**src/rtl/http_get_request_parser_defines.svh**
```systemverilog
// Assertion macros shared by the parser modules.
`ifndef HTTP_GET_REQUEST_PARSER_DEFINES_SVH
`define HTTP_GET_REQUEST_PARSER_DEFINES_SVH

// Same-cycle implication, sampled on clk_i, off while rst_ni is low.
`define HGP_ASSERT_NOW(label, ante, cons) \
  label: assert property (@(posedge clk_i) disable iff (!rst_ni) (ante) |-> (cons)) \
    else $error("hgp: same-cycle check failed");

// Next-cycle implication, sampled on clk_i, off while rst_ni is low.
`define HGP_ASSERT_NEXT(label, ante, cons) \
  label: assert property (@(posedge clk_i) disable iff (!rst_ni) (ante) |=> (cons)) \
    else $error("hgp: next-cycle check failed");

`endif

```
**src/rtl/hgp_pkg.sv**
```systemverilog
// Types, constants and name tables for the GET request parser.
package hgp_pkg;

  localparam int unsigned HGP_QUEUE_DEPTH = 4;

  localparam logic [3:0] METHOD_LEN  = 4'd3;
  localparam logic [3:0] VERSION_LEN = 4'd7;
  localparam int unsigned NUM_HDR    = 3;

  // Header identifiers as they appear on header_id.
  localparam logic [1:0] HDR_RANGE      = 2'd0;
  localparam logic [1:0] HDR_CONNECTION = 2'd1;
  localparam logic [1:0] HDR_IF_MATCH   = 2'd2;

  // Escape progress inside the target.
  localparam logic [1:0] ESC_IDLE = 2'd0;
  localparam logic [1:0] ESC_HI   = 2'd1;
  localparam logic [1:0] ESC_LO   = 2'd2;

  // Character codes.
  localparam logic [7:0] CH_SPACE = 8'h20;
  localparam logic [7:0] CH_TAB   = 8'h09;
  localparam logic [7:0] CH_CR    = 8'h0D;
  localparam logic [7:0] CH_LF    = 8'h0A;
  localparam logic [7:0] CH_PCT   = 8'h25;
  localparam logic [7:0] CH_PLUS  = 8'h2B;
  localparam logic [7:0] CH_COLON = 8'h3A;
  localparam logic [7:0] CH_ZERO  = 8'h30;
  localparam logic [7:0] CH_ONE   = 8'h31;

  typedef enum logic [3:0] {
    PH_METHOD   = 4'd0,
    PH_SPACE    = 4'd1,
    PH_SKIP1    = 4'd2,
    PH_TARGET   = 4'd3,
    PH_VERSION  = 4'd4,
    PH_MINOR    = 4'd5,
    PH_CR1      = 4'd6,
    PH_LF1      = 4'd7,
    PH_NAME     = 4'd8,
    PH_BLANKLF  = 4'd9,
    PH_COLON    = 4'd10,
    PH_BLANKS   = 4'd11,
    PH_VALUE    = 4'd12,
    PH_SKIPLINE = 4'd13,
    PH_AFTERCR  = 4'd14
  } phase_e;

  typedef enum logic [1:0] {
    KIND_TARGET    = 2'd0,
    KIND_VALUE     = 2'd1,
    KIND_VALUE_END = 2'd2,
    KIND_VERDICT   = 2'd3
  } kind_e;

  typedef enum logic [1:0] {
    VERDICT_OK      = 2'd0,
    VERDICT_METHOD  = 2'd1,
    VERDICT_BAD     = 2'd2,
    VERDICT_VERSION = 2'd3
  } verdict_e;

  // One classified input word.
  typedef struct packed {
    logic [7:0] data;
    logic       last;
    logic [3:0] nib;
    logic       is_space;
    logic       is_tab;
    logic       is_cr;
    logic       is_lf;
    logic       is_pct;
    logic       is_plus;
    logic       is_colon;
    logic       is_minor;
  } hgp_item_t;

  function automatic logic [7:0] method_char(input logic [3:0] pos);
    logic [7:0] c;
    case (pos)
      4'd0:    c = 8'h47; // G
      4'd1:    c = 8'h45; // E
      4'd2:    c = 8'h54; // T
      default: c = 8'h00;
    endcase
    return c;
  endfunction

  function automatic logic [7:0] version_char(input logic [3:0] pos);
    logic [7:0] c;
    case (pos)
      4'd0:    c = 8'h48; // H
      4'd1:    c = 8'h54; // T
      4'd2:    c = 8'h54; // T
      4'd3:    c = 8'h50; // P
      4'd4:    c = 8'h2F; // /
      4'd5:    c = 8'h31; // 1
      4'd6:    c = 8'h2E; // .
      default: c = 8'h00;
    endcase
    return c;
  endfunction

  function automatic logic [4:0] hdr_len(input logic [1:0] id);
    logic [4:0] n;
    case (id)
      HDR_RANGE:      n = 5'd5;
      HDR_CONNECTION: n = 5'd10;
      HDR_IF_MATCH:   n = 5'd8;
      default:        n = 5'd0;
    endcase
    return n;
  endfunction

  function automatic logic [7:0] hdr_char(input logic [1:0] id, input logic [3:0] pos);
    logic [7:0] c;
    c = 8'h00;
    case (id)
      HDR_RANGE: begin
        case (pos)
          4'd0:    c = 8'h52; // R
          4'd1:    c = 8'h61; // a
          4'd2:    c = 8'h6E; // n
          4'd3:    c = 8'h67; // g
          4'd4:    c = 8'h65; // e
          default: c = 8'h00;
        endcase
      end
      HDR_CONNECTION: begin
        case (pos)
          4'd0:    c = 8'h43; // C
          4'd1:    c = 8'h6F; // o
          4'd2:    c = 8'h6E; // n
          4'd3:    c = 8'h6E; // n
          4'd4:    c = 8'h65; // e
          4'd5:    c = 8'h63; // c
          4'd6:    c = 8'h74; // t
          4'd7:    c = 8'h69; // i
          4'd8:    c = 8'h6F; // o
          4'd9:    c = 8'h6E; // n
          default: c = 8'h00;
        endcase
      end
      HDR_IF_MATCH: begin
        case (pos)
          4'd0:    c = 8'h49; // I
          4'd1:    c = 8'h66; // f
          4'd2:    c = 8'h2D; // -
          4'd3:    c = 8'h4D; // M
          4'd4:    c = 8'h61; // a
          4'd5:    c = 8'h74; // t
          4'd6:    c = 8'h63; // c
          4'd7:    c = 8'h68; // h
          default: c = 8'h00;
        endcase
      end
      default: c = 8'h00;
    endcase
    return c;
  endfunction

endpackage

```
**src/rtl/hgp_classify.sv**
```systemverilog
// Front classifier: tags each raw byte with the character classes the parser needs.
module hgp_classify import hgp_pkg::*; (
  input  logic [7:0] data_i,
  input  logic       last_i,
  output hgp_item_t  item_o
);

  logic [7:0] hex_dec;
  logic [7:0] hex_lc;
  logic [7:0] hex_uc;

  assign hex_dec = data_i - 8'h30;
  assign hex_lc  = data_i - 8'h57; // 'a' maps to 10
  assign hex_uc  = data_i - 8'h37; // 'A' maps to 10

  always_comb begin
    item_o          = '0;
    item_o.data     = data_i;
    item_o.last     = last_i;
    item_o.is_space = (data_i == CH_SPACE);
    item_o.is_tab   = (data_i == CH_TAB);
    item_o.is_cr    = (data_i == CH_CR);
    item_o.is_lf    = (data_i == CH_LF);
    item_o.is_pct   = (data_i == CH_PCT);
    item_o.is_plus  = (data_i == CH_PLUS);
    item_o.is_colon = (data_i == CH_COLON);
    item_o.is_minor = (data_i == CH_ZERO) || (data_i == CH_ONE);
    // Anything that is not a hex digit decodes to zero.
    if (data_i >= 8'h30 && data_i <= 8'h39) begin
      item_o.nib = hex_dec[3:0];
    end else if (data_i >= 8'h61 && data_i <= 8'h66) begin
      item_o.nib = hex_lc[3:0];
    end else if (data_i >= 8'h41 && data_i <= 8'h46) begin
      item_o.nib = hex_uc[3:0];
    end else begin
      item_o.nib = 4'h0;
    end
  end

endmodule

```
**src/rtl/hgp_queue.sv**
```systemverilog
// Short word queue between the classifier and the parse engine.
`include "http_get_request_parser_defines.svh"
module hgp_queue import hgp_pkg::*; #(
  parameter int unsigned Depth = HGP_QUEUE_DEPTH
) (
  input  logic      clk_i,
  input  logic      rst_ni,
  input  logic      push_i,
  input  hgp_item_t item_i,
  output logic      full_o,
  input  logic      pop_i,
  output logic      valid_o,
  output hgp_item_t item_o
);

  localparam int unsigned PtrW = (Depth > 1) ? $clog2(Depth) : 1;
  localparam int unsigned CntW = $clog2(Depth + 1);

  hgp_item_t       mem_q [Depth];
  logic [PtrW-1:0] wr_ptr_q, wr_ptr_d;
  logic [PtrW-1:0] rd_ptr_q, rd_ptr_d;
  logic [CntW-1:0] count_q, count_d;

  assign full_o  = (count_q == CntW'(Depth));
  assign valid_o = (count_q != '0);
  assign item_o  = mem_q[rd_ptr_q];

  always_comb begin
    wr_ptr_d = wr_ptr_q;
    rd_ptr_d = rd_ptr_q;
    count_d  = count_q;
    if (push_i) begin
      wr_ptr_d = (wr_ptr_q == PtrW'(Depth - 1)) ? '0 : wr_ptr_q + PtrW'(1);
    end
    if (pop_i) begin
      rd_ptr_d = (rd_ptr_q == PtrW'(Depth - 1)) ? '0 : rd_ptr_q + PtrW'(1);
    end
    if (push_i && !pop_i) begin
      count_d = count_q + CntW'(1);
    end else if (pop_i && !push_i) begin
      count_d = count_q - CntW'(1);
    end
  end

  always_ff @(posedge clk_i or negedge rst_ni) begin
    if (!rst_ni) begin
      wr_ptr_q <= '0;
      rd_ptr_q <= '0;
      count_q  <= '0;
    end else begin
      wr_ptr_q <= wr_ptr_d;
      rd_ptr_q <= rd_ptr_d;
      count_q  <= count_d;
    end
  end

  always_ff @(posedge clk_i) begin
    if (push_i) begin
      mem_q[wr_ptr_q] <= item_i;
    end
  end

  `HGP_ASSERT_NOW(a_no_pop_empty, pop_i, count_q != '0)
  `HGP_ASSERT_NOW(a_count_bound, 1'b1, count_q <= CntW'(Depth))
  `HGP_ASSERT_NEXT(a_push_grows, push_i && !pop_i, count_q == $past(count_q) + CntW'(1))

endmodule

```
**src/rtl/hgp_engine.sv**
```systemverilog
// Back end: request-line and header state machine with a registered result.
`include "http_get_request_parser_defines.svh"
module hgp_engine import hgp_pkg::*; (
  input  logic       clk_i,
  input  logic       rst_ni,
  input  logic       q_valid_i,
  input  hgp_item_t  q_item_i,
  output logic       q_pop_o,
  output logic       out_valid_o,
  input  logic       out_ready_i,
  output logic [1:0] kind_o,
  output logic [1:0] header_id_o,
  output logic [7:0] out_byte_o,
  output logic [1:0] verdict_o
);

  phase_e     phase_q, phase_d;
  logic [3:0] pos_q, pos_d;
  logic [2:0] cand_q, cand_d;
  logic [1:0] esc_cnt_q, esc_cnt_d;
  logic [3:0] esc_hi_q, esc_hi_d;
  logic [1:0] match_q, match_d;
  logic       given_q, given_d;

  logic       out_valid_q;
  kind_e      kind_q;
  logic [1:0] hdr_q;
  logic [7:0] byte_q;
  verdict_e   verdict_q;

  logic       res_valid;
  kind_e      res_kind;
  logic [1:0] res_hdr;
  logic [7:0] res_byte;
  verdict_e   res_verdict;

  logic [2:0] keep;
  logic       done;
  logic [1:0] done_id;
  logic       advance;
  logic       pop;
  hgp_item_t  it;

  assign it      = q_item_i;
  assign advance = !out_valid_q || out_ready_i;
  assign pop     = q_valid_i && advance;
  assign q_pop_o = pop;

  // Header name match over the three candidates in parallel.
  always_comb begin
    keep    = '0;
    done    = 1'b0;
    done_id = match_q;
    for (int i = 0; i < NUM_HDR; i++) begin
      if (cand_q[i] && ({1'b0, pos_q} < hdr_len(2'(i)))
          && (hdr_char(2'(i), pos_q) == it.data)) begin
        keep[i] = 1'b1;
        if (!done && (({1'b0, pos_q} + 5'd1) == hdr_len(2'(i)))) begin
          done    = 1'b1;
          done_id = 2'(i);
        end
      end
    end
  end

  always_comb begin
    phase_d     = phase_q;
    pos_d       = pos_q;
    cand_d      = cand_q;
    esc_cnt_d   = esc_cnt_q;
    esc_hi_d    = esc_hi_q;
    match_d     = match_q;
    given_d     = given_q;
    res_valid   = 1'b0;
    res_kind    = KIND_TARGET;
    res_hdr     = '0;
    res_byte    = '0;
    res_verdict = VERDICT_OK;

    if (!given_q) begin
      case (phase_q)
        PH_METHOD: begin
          if (pos_q >= METHOD_LEN || it.data != method_char(pos_q)) begin
            given_d = 1'b1; res_valid = 1'b1;
            res_kind = KIND_VERDICT; res_verdict = VERDICT_METHOD;
          end else if (pos_q == METHOD_LEN - 4'd1) begin
            phase_d = PH_SPACE;
            pos_d   = '0;
          end else begin
            pos_d = pos_q + 4'd1;
          end
        end
        PH_SPACE: begin
          if (!it.is_space) begin
            given_d = 1'b1; res_valid = 1'b1;
            res_kind = KIND_VERDICT; res_verdict = VERDICT_BAD;
          end else begin
            phase_d = PH_SKIP1;
          end
        end
        PH_SKIP1: begin
          phase_d   = PH_TARGET;
          esc_cnt_d = ESC_IDLE;
        end
        PH_TARGET: begin
          if (it.is_space) begin
            phase_d = PH_VERSION;
            pos_d   = '0;
            // Escape cut short: missing digits count as zero.
            if (esc_cnt_q != ESC_IDLE) begin
              esc_cnt_d = ESC_IDLE;
              res_valid = 1'b1;
              res_byte  = {(esc_cnt_q == ESC_LO) ? esc_hi_q : 4'h0, 4'h0};
            end
          end else if (esc_cnt_q == ESC_HI) begin
            esc_hi_d  = it.nib;
            esc_cnt_d = ESC_LO;
          end else if (esc_cnt_q == ESC_LO) begin
            esc_cnt_d = ESC_IDLE;
            res_valid = 1'b1;
            res_byte  = {esc_hi_q, it.nib};
          end else if (it.is_pct) begin
            esc_cnt_d = ESC_HI;
          end else begin
            res_valid = 1'b1;
            res_byte  = it.is_plus ? CH_SPACE : it.data;
          end
        end
        PH_VERSION: begin
          if (pos_q >= VERSION_LEN || it.data != version_char(pos_q)) begin
            given_d = 1'b1; res_valid = 1'b1;
            res_kind = KIND_VERDICT; res_verdict = VERDICT_BAD;
          end else if (pos_q == VERSION_LEN - 4'd1) begin
            phase_d = PH_MINOR;
            pos_d   = '0;
          end else begin
            pos_d = pos_q + 4'd1;
          end
        end
        PH_MINOR: begin
          if (!it.is_minor) begin
            given_d = 1'b1; res_valid = 1'b1;
            res_kind = KIND_VERDICT; res_verdict = VERDICT_VERSION;
          end else begin
            phase_d = PH_CR1;
          end
        end
        PH_CR1: begin
          if (!it.is_cr) begin
            given_d = 1'b1; res_valid = 1'b1;
            res_kind = KIND_VERDICT; res_verdict = VERDICT_BAD;
          end else begin
            phase_d = PH_LF1;
          end
        end
        PH_LF1: begin
          if (!it.is_lf) begin
            given_d = 1'b1; res_valid = 1'b1;
            res_kind = KIND_VERDICT; res_verdict = VERDICT_BAD;
          end else begin
            phase_d = PH_NAME;
            pos_d   = '0;
            cand_d  = '1;
          end
        end
        PH_NAME: begin
          if (pos_q == 4'd0 && it.is_cr) begin
            phase_d = PH_BLANKLF;
          end else begin
            cand_d = keep;
            if (done) begin
              phase_d = PH_COLON;
              match_d = done_id;
            end else if (keep == '0) begin
              phase_d = it.is_cr ? PH_AFTERCR : PH_SKIPLINE;
            end else begin
              pos_d = pos_q + 4'd1;
            end
          end
        end
        PH_BLANKLF: begin
          if (it.is_lf) begin
            given_d = 1'b1; res_valid = 1'b1;
            res_kind = KIND_VERDICT; res_verdict = VERDICT_OK;
          end else begin
            phase_d = PH_NAME;
            pos_d   = '0;
            cand_d  = '1;
          end
        end
        PH_COLON: begin
          if (!it.is_colon) begin
            given_d = 1'b1; res_valid = 1'b1;
            res_kind = KIND_VERDICT; res_verdict = VERDICT_BAD;
          end else begin
            phase_d = PH_BLANKS;
          end
        end
        PH_BLANKS, PH_VALUE: begin
          // Leading blanks are dropped; the first other byte starts the value.
          if (!(phase_q == PH_BLANKS && (it.is_space || it.is_tab))) begin
            res_valid = 1'b1;
            res_hdr   = match_q;
            if (it.is_cr) begin
              phase_d  = PH_AFTERCR;
              res_kind = KIND_VALUE_END;
            end else begin
              phase_d  = PH_VALUE;
              res_kind = KIND_VALUE;
              res_byte = it.data;
            end
          end
        end
        PH_SKIPLINE: begin
          if (it.is_cr) begin
            phase_d = PH_AFTERCR;
          end
        end
        PH_AFTERCR: begin
          phase_d = PH_NAME;
          pos_d   = '0;
          cand_d  = '1;
        end
        default: begin
          phase_d = phase_q;
        end
      endcase

      // Buffer ran out before a verdict: the error verdict replaces any result.
      if (it.last && !given_d) begin
        res_valid = 1'b1;
        res_kind  = KIND_VERDICT;
        res_hdr   = '0;
        res_byte  = '0;
        if (phase_d == PH_METHOD) begin
          res_verdict = VERDICT_METHOD;
        end else if (phase_d == PH_MINOR) begin
          res_verdict = VERDICT_VERSION;
        end else begin
          res_verdict = VERDICT_BAD;
        end
      end
    end

    if (it.last) begin
      phase_d   = PH_METHOD;
      pos_d     = '0;
      cand_d    = '1;
      esc_cnt_d = ESC_IDLE;
      esc_hi_d  = '0;
      match_d   = '0;
      given_d   = 1'b0;
    end
  end

  always_ff @(posedge clk_i or negedge rst_ni) begin
    if (!rst_ni) begin
      phase_q     <= PH_METHOD;
      pos_q       <= '0;
      cand_q      <= '1;
      esc_cnt_q   <= ESC_IDLE;
      esc_hi_q    <= '0;
      match_q     <= '0;
      given_q     <= 1'b0;
      out_valid_q <= 1'b0;
    end else begin
      if (pop) begin
        phase_q   <= phase_d;
        pos_q     <= pos_d;
        cand_q    <= cand_d;
        esc_cnt_q <= esc_cnt_d;
        esc_hi_q  <= esc_hi_d;
        match_q   <= match_d;
        given_q   <= given_d;
      end
      if (advance) begin
        out_valid_q <= pop && res_valid;
      end
    end
  end

  always_ff @(posedge clk_i) begin
    if (pop && res_valid) begin
      kind_q    <= res_kind;
      hdr_q     <= res_hdr;
      byte_q    <= res_byte;
      verdict_q <= res_verdict;
    end
  end

  assign out_valid_o = out_valid_q;
  assign kind_o      = kind_q;
  assign header_id_o = hdr_q;
  assign out_byte_o  = byte_q;
  assign verdict_o   = verdict_q;

  `HGP_ASSERT_NOW(a_escape_in_target, esc_cnt_q != ESC_IDLE, phase_q == PH_TARGET)
  `HGP_ASSERT_NEXT(a_last_restarts, pop && it.last, phase_q == PH_METHOD && !given_q && pos_q == '0)
  `HGP_ASSERT_NEXT(a_quiet_after_verdict, pop && given_q, !out_valid_q)
  `HGP_ASSERT_NOW(a_verdict_clean, out_valid_q && kind_q == KIND_VERDICT, byte_q == '0 && hdr_q == '0)

endmodule

```
**src/rtl/http_get_request_parser.sv**
```systemverilog
// Top level of the streaming HTTP GET request-line and header parser.
//
// The parser takes one word (a raw request byte plus a buffer-end flag) per
// cycle and, while the output is not stalled, sustains one word per cycle
// with no bubbles: a classifier tags each byte as it is accepted, a short
// queue (QueueDepth words) holds the tagged words, and a parse engine pops
// one word per cycle, while one is queued and its result register is empty
// or being taken, into its state machine and a single result register. A
// byte yields at most one result word: a decoded target byte, a header
// value byte, a header value end, or the verdict. A word is registered in
// the queue and its result in the result register before it is offered;
// an output stall holds the result register, backs up into the queue, and
// in_ready_o drops only once the queue is full. After a verdict the rest
// of the buffer is consumed silently; the word flagged with buffer_end_i
// always returns the parser to its start state, and if no verdict was
// given by then it produces an error verdict.
module http_get_request_parser import hgp_pkg::*; #(
  parameter int unsigned QueueDepth = HGP_QUEUE_DEPTH
) (
  input  logic       clk_i,
  input  logic       rst_ni,
  input  logic       in_valid_i,
  output logic       in_ready_o,
  input  logic [7:0] data_byte_i,
  input  logic       buffer_end_i,
  output logic       out_valid_o,
  input  logic       out_ready_i,
  output logic [1:0] kind_o,
  output logic [1:0] header_id_o,
  output logic [7:0] out_byte_o,
  output logic [1:0] verdict_o
);

  hgp_item_t in_item;
  hgp_item_t q_item;
  logic      q_full;
  logic      q_valid;
  logic      q_pop;
  logic      push;

  // Accept while the queue has room.
  assign in_ready_o = !q_full;
  assign push       = in_valid_i && !q_full;

  hgp_classify u_classify (
    .data_i (data_byte_i),
    .last_i (buffer_end_i),
    .item_o (in_item)
  );

  hgp_queue #(
    .Depth (QueueDepth)
  ) u_queue (
    .clk_i   (clk_i),
    .rst_ni  (rst_ni),
    .push_i  (push),
    .item_i  (in_item),
    .full_o  (q_full),
    .pop_i   (q_pop),
    .valid_o (q_valid),
    .item_o  (q_item)
  );

  hgp_engine u_engine (
    .clk_i       (clk_i),
    .rst_ni      (rst_ni),
    .q_valid_i   (q_valid),
    .q_item_i    (q_item),
    .q_pop_o     (q_pop),
    .out_valid_o (out_valid_o),
    .out_ready_i (out_ready_i),
    .kind_o      (kind_o),
    .header_id_o (header_id_o),
    .out_byte_o  (out_byte_o),
    .verdict_o   (verdict_o)
  );

endmodule
```
**config.mk**
```make
export PLATFORM = sky130hd
export DESIGN_NAME = http_get_request_parser
export DESIGN_NICKNAME = d
export VERILOG_FILES = /design/src/rtl/hgp_pkg.sv /design/src/rtl/hgp_classify.sv /design/src/rtl/hgp_queue.sv /design/src/rtl/hgp_engine.sv /design/src/rtl/http_get_request_parser.sv
export VERILOG_INCLUDE_DIRS = /design/src /design/src/rtl
export SDC_FILE = /design/constraint.sdc
export NUM_CORES = 1
export LEC_CHECK = 0
export BUFFER_PORTS_ARGS = -buffer_cell sky130_fd_sc_hd__buf_2
export CAP_MARGIN = 0
export CORE_MARGIN = 2
export CORE_UTILIZATION = 45
export CTS_BUF_LIST = sky130_fd_sc_hd__clkbuf_4 sky130_fd_sc_hd__clkbuf_8
export DETAILED_ROUTE_END_ITERATION = 8
export GPL_TIMING_DRIVEN = 1
export PLACE_DENSITY_LB_ADDON = 0.1
export REMOVE_ABC_BUFFERS = 1
export SLEW_MARGIN = 10
export SYNTH_ARGS = -nofsm -noshare
export SYNTH_HDL_FRONTEND = slang
export SYNTH_SLANG_ARGS = --single-unit
```
**constraint.sdc**
```tcl
create_clock -name clk_i -period 7.08 [get_ports clk_i]
set_input_delay 0.708 -clock clk_i [delete_from_list [all_inputs] [get_ports clk_i]]
set_output_delay 0.708 -clock clk_i [all_outputs]
set_load 0.05 [all_outputs]
```
==> flow_summary.json <==
{
  "status": "finished, final reports clean",
  "ys_seq_elements": 126,
  "grt_start_max_net_pins": 29,
  "route.antenna.remaining_nets": 0,
  "routed_wirelength_mm": 18.4,
  "critical-path-top-delay-family": "compound AO/OA/AOI/OAI gates",
  "area_growth_pct": 9.75,
  "drc_errors": 0,
  "core_area_um2": 15700,
  "crit_required_ns": 7.26,
  "antennaDiodeCount": 0,
  "drive_gt1_frac": 0.159,
  "min_period_ns": 4.26,
  "synth_top_area_share": 0.410,
  "slowest_stage": "ha_1",
  "cts_buffer_depth": 2,
  "tritoncts": "done",
  "drv_cap": 0,
  "p_leak_nw": 2.78,
  "viasPerCell": 6.08,
  "io_buffers": 28,
  "ys.warnings.count": 0,
  "yosysTopAreaCell": "edfxtp_1",
  "maxSlewHeadroom": 0.416,
  "synth.most_common_cell": "edfxtp_1",
  "grt_pass1_wl_mm": 29.2,
  "cts.hold.buffers_added": 0,
  "dr.pass1.iters": 7,
  "cts_sinks": 126,
  "cts_buffers": 17,
  "arrival_ns": 4.44,
  "avgSynthCellArea_um2": 11.1,
  "path_buf_inv": 1,
  "peakVddDrop_uv": 196,
  "cts-resized-gates": 0,
  "synth_edf_count": 98,
  "ioPinCount": 29,
  "final_nets": 696,
  "ys_top_cells_by_area": "edfxtp_1, dfrtp_1, mux4_2, ha_1, nor2_1",
  "final.setup.tns_ns": 0,
  "setup_slack_ns": 2.82,
  "crit_type": "reg -> reg",
  "endpoint_kind": "flip-flop",
  "synth_ff_type": "edfxtp_1",
  "start_util": 0.457,
  "finalCritPeriodShare": 0.602,
  "yosys-top-cells-count": "edfxtp_1, nor2_1, nand2_1",
  "rsz0062_at_grt": "no",
  "antenna_found_initial": 0,
  "fp.dieH_um": 130,
  "fill_cells": 1439,
  "synthesis.area_um2": 7170,
  "slew_violations": 0,
  "dpl.hpwl_mm": 12.6,
  "path_cells": "inv_1 -> ha_1 -> nor3_1 -> o21a_1 -> o32a_1 -> a2111oi_2 -> nand3_1 -> a31oi_4 -> nand2_1 -> or4_1 -> o311a_1",
  "htree_levels": 4,
  "wl_per_cell_um": 20.7,
  "grt_usage": 0.230,
  "worst_hold_path_type": "in -> async",
  "ctsRootBufferMaster": "clkbuf_8",
  "ff2ff_path_depth": 11,
  "setup_violations": 0,
  "grt-ovfl-total": 0,
  "rows": 46,
  "drt-initial-drc-count": 539,
  "synth_cell_types": 78,
  "pre_cts_slack_ns": 2.87,
  "max_freq_mhz": 235,
  "seq_area_frac_synth": 0.508,
  "grt_pass1_vias": 5252,
  "start_kind": "flip-flop",
  "cp_max_fo": 19,
  "worst_pin_slew_ns": 0.876,
  "worstReg2RegStart": "u_engine.pos_q[0]$_DFFE_PN0P_",
  "design.die.area_um2": 17000,
  "skew_ns": 0.0235,
  "hold_viol_final": 0,
  "cts.clk_slew.worst_paths_ns": 0.08,
  "clock_latency_ns": 0.45,
  "max_stage_delay_ns": 0.62,
  "p_per_area_nw_per_um2": 431,
  "async_reset_ff_frac": 0.222,
  "die_w_um": 130,
  "gp_congestion": 0.902,
  "vias": 5407,
  "post-cts-setup-buffers": 0,
  "r2r_slack_ns": 2.82,
  "synth_cells": 645,
  "r2r_end": "u_engine.verdict_o[1]$_SDFFCE_PP0P_"
}
-- how the worst max path moves through the flow --
stage	startpoint	to	slack, ns	cells past startpoint
2_1_floorplan	u_queue.rd_ptr_q[0]$_DFFE_PN0P_	u_engine.header_id_o[0]$_SDFFCE_PP0P_	2.67	8
3_3_place_gp	u_queue.rd_ptr_q[0]$_DFFE_PN0P_	u_engine.verdict_o[1]$_SDFFCE_PP0P_	2.91	9
3_5_place_dp	u_engine.pos_q[0]$_DFFE_PN0P_	u_engine.verdict_o[1]$_SDFFCE_PP0P_	2.87	11
4_1_cts	u_engine.pos_q[0]$_DFFE_PN0P_	u_engine.verdict_o[1]$_SDFFCE_PP0P_	2.85	11
5_1_grt	u_engine.pos_q[0]$_DFFE_PN0P_	u_engine.verdict_o[1]$_SDFFCE_PP0P_	2.52	11
6_report	u_engine.pos_q[0]$_DFFE_PN0P_	u_engine.verdict_o[1]$_SDFFCE_PP0P_	2.82	11
-- per-stage QoR --
stage / total power, mW / hold WS [ns] / util / cells / area, µm²
floorplan: 2.29 / 0.412 / - / 607 / 7000
global placement: 2.73 / 0.477 / 0.476 / 858 / 7470
detailed placement: 2.76 / 0.478 / 0.476 / 858 / 7470
CTS: 3.40 / 0.311 / 0.501 / 890 / 7870
global route: 3.62 / 0.346 / 0.501 / 890 / 7870
finish: 3.40 / 0.310 / 0.501 / 890 / 7870
-- layer usage --
metal / vias up / GRT usage / wire (µm)
met5: - / 0 / 0
li1: 2492 / - / -
met4: 0 / 0.0816 / 446
met3: 38 / 0.0476 / 894
met2: 190 / 0.377 / 8900
met1: 2687 / 0.303 / 8170
-- placed cells by master (no fill, tap or decap), types with 8 or more instances in the layout --
cell	synthesis	routed
nand4_1	9	9
mux4_2	20	20
inv_1	21	21
and3_1	13	13
nand2_1	44	44
buf_2	4	28
nand2b_1	12	12
clkbuf_8	0	17
nor3_1	20	20
a31oi_1	11	11
nand3_1	15	15
ha_1	21	21
dfrtp_1	25	25
or3_1	8	8
a22oi_1	9	9
edfxtp_1	98	98
nor2b_1	13	13
nor2_1	67	67
xnor2_1	13	13
o21ai_0	31	31
a21oi_1	27	27
-- where the power goes --
group | internal [mW] | switching (mW)
Clock | 0.323 | 0.310
Combinational | 0.571 | 1.09
Sequential | 0.993 | 0.115
Total | 1.89 | 1.51
-- sequential cells by signal, summed over array words and instances (netlist names) --
register              cells
u_queue.count_q           3
u_engine.out_byte_o       8
u_engine.kind_o           2
u_engine.esc_cnt_q        2
u_queue.mem_q            84
u_engine.cand_q           3
u_engine.header_id_o      2
u_engine.pos_q            4
u_engine.verdict_o        2
u_engine.esc_hi_q         4
u_engine.match_q          2
u_engine.given_q          1
u_queue.rd_ptr_q          2
u_queue.wr_ptr_q          2
u_engine.phase_q          4
u_engine.out_valid_o      1
-- area by class of cell --
cell class	instances	area, µm²	area share
Sequential cell	126	3650	0.463
Clock buffer	18	241	0.0307
Timing Repair Buffer	35	193	0.0245
Multi-Input combinational cell	457	3270	0.416
Tap cell	216	270	0.0343
Inverter	24	90.1	0.0114
Clock inverter	14	159	0.0202
-- cells by family (layout without fill, tap and decap cells) --
family,after synthesis,in the layout,synth area share
DFF,126,126,0.508
AOI/OAI and AO/OA,150,150,0.148
adders and majority gates,22,22,0.0394
buffers and inverters,62,91,0.0363
xor gates and xnor gates,20,20,0.0244
muxes,28,28,0.0750
and+or+nand+nor,237,237,0.169
-- worst register-to-register path, delay by kind of cell, from the launching register on --
family,cells,cell delay (ns)
DFF,1,0.53
adders and majority gates,1,0.62
AOI/OAI and AO/OA,5,1.59
and+or+nand+nor,4,1.00
buffers and inverters,1,0.26
Power figures use the tool's default switching activity.
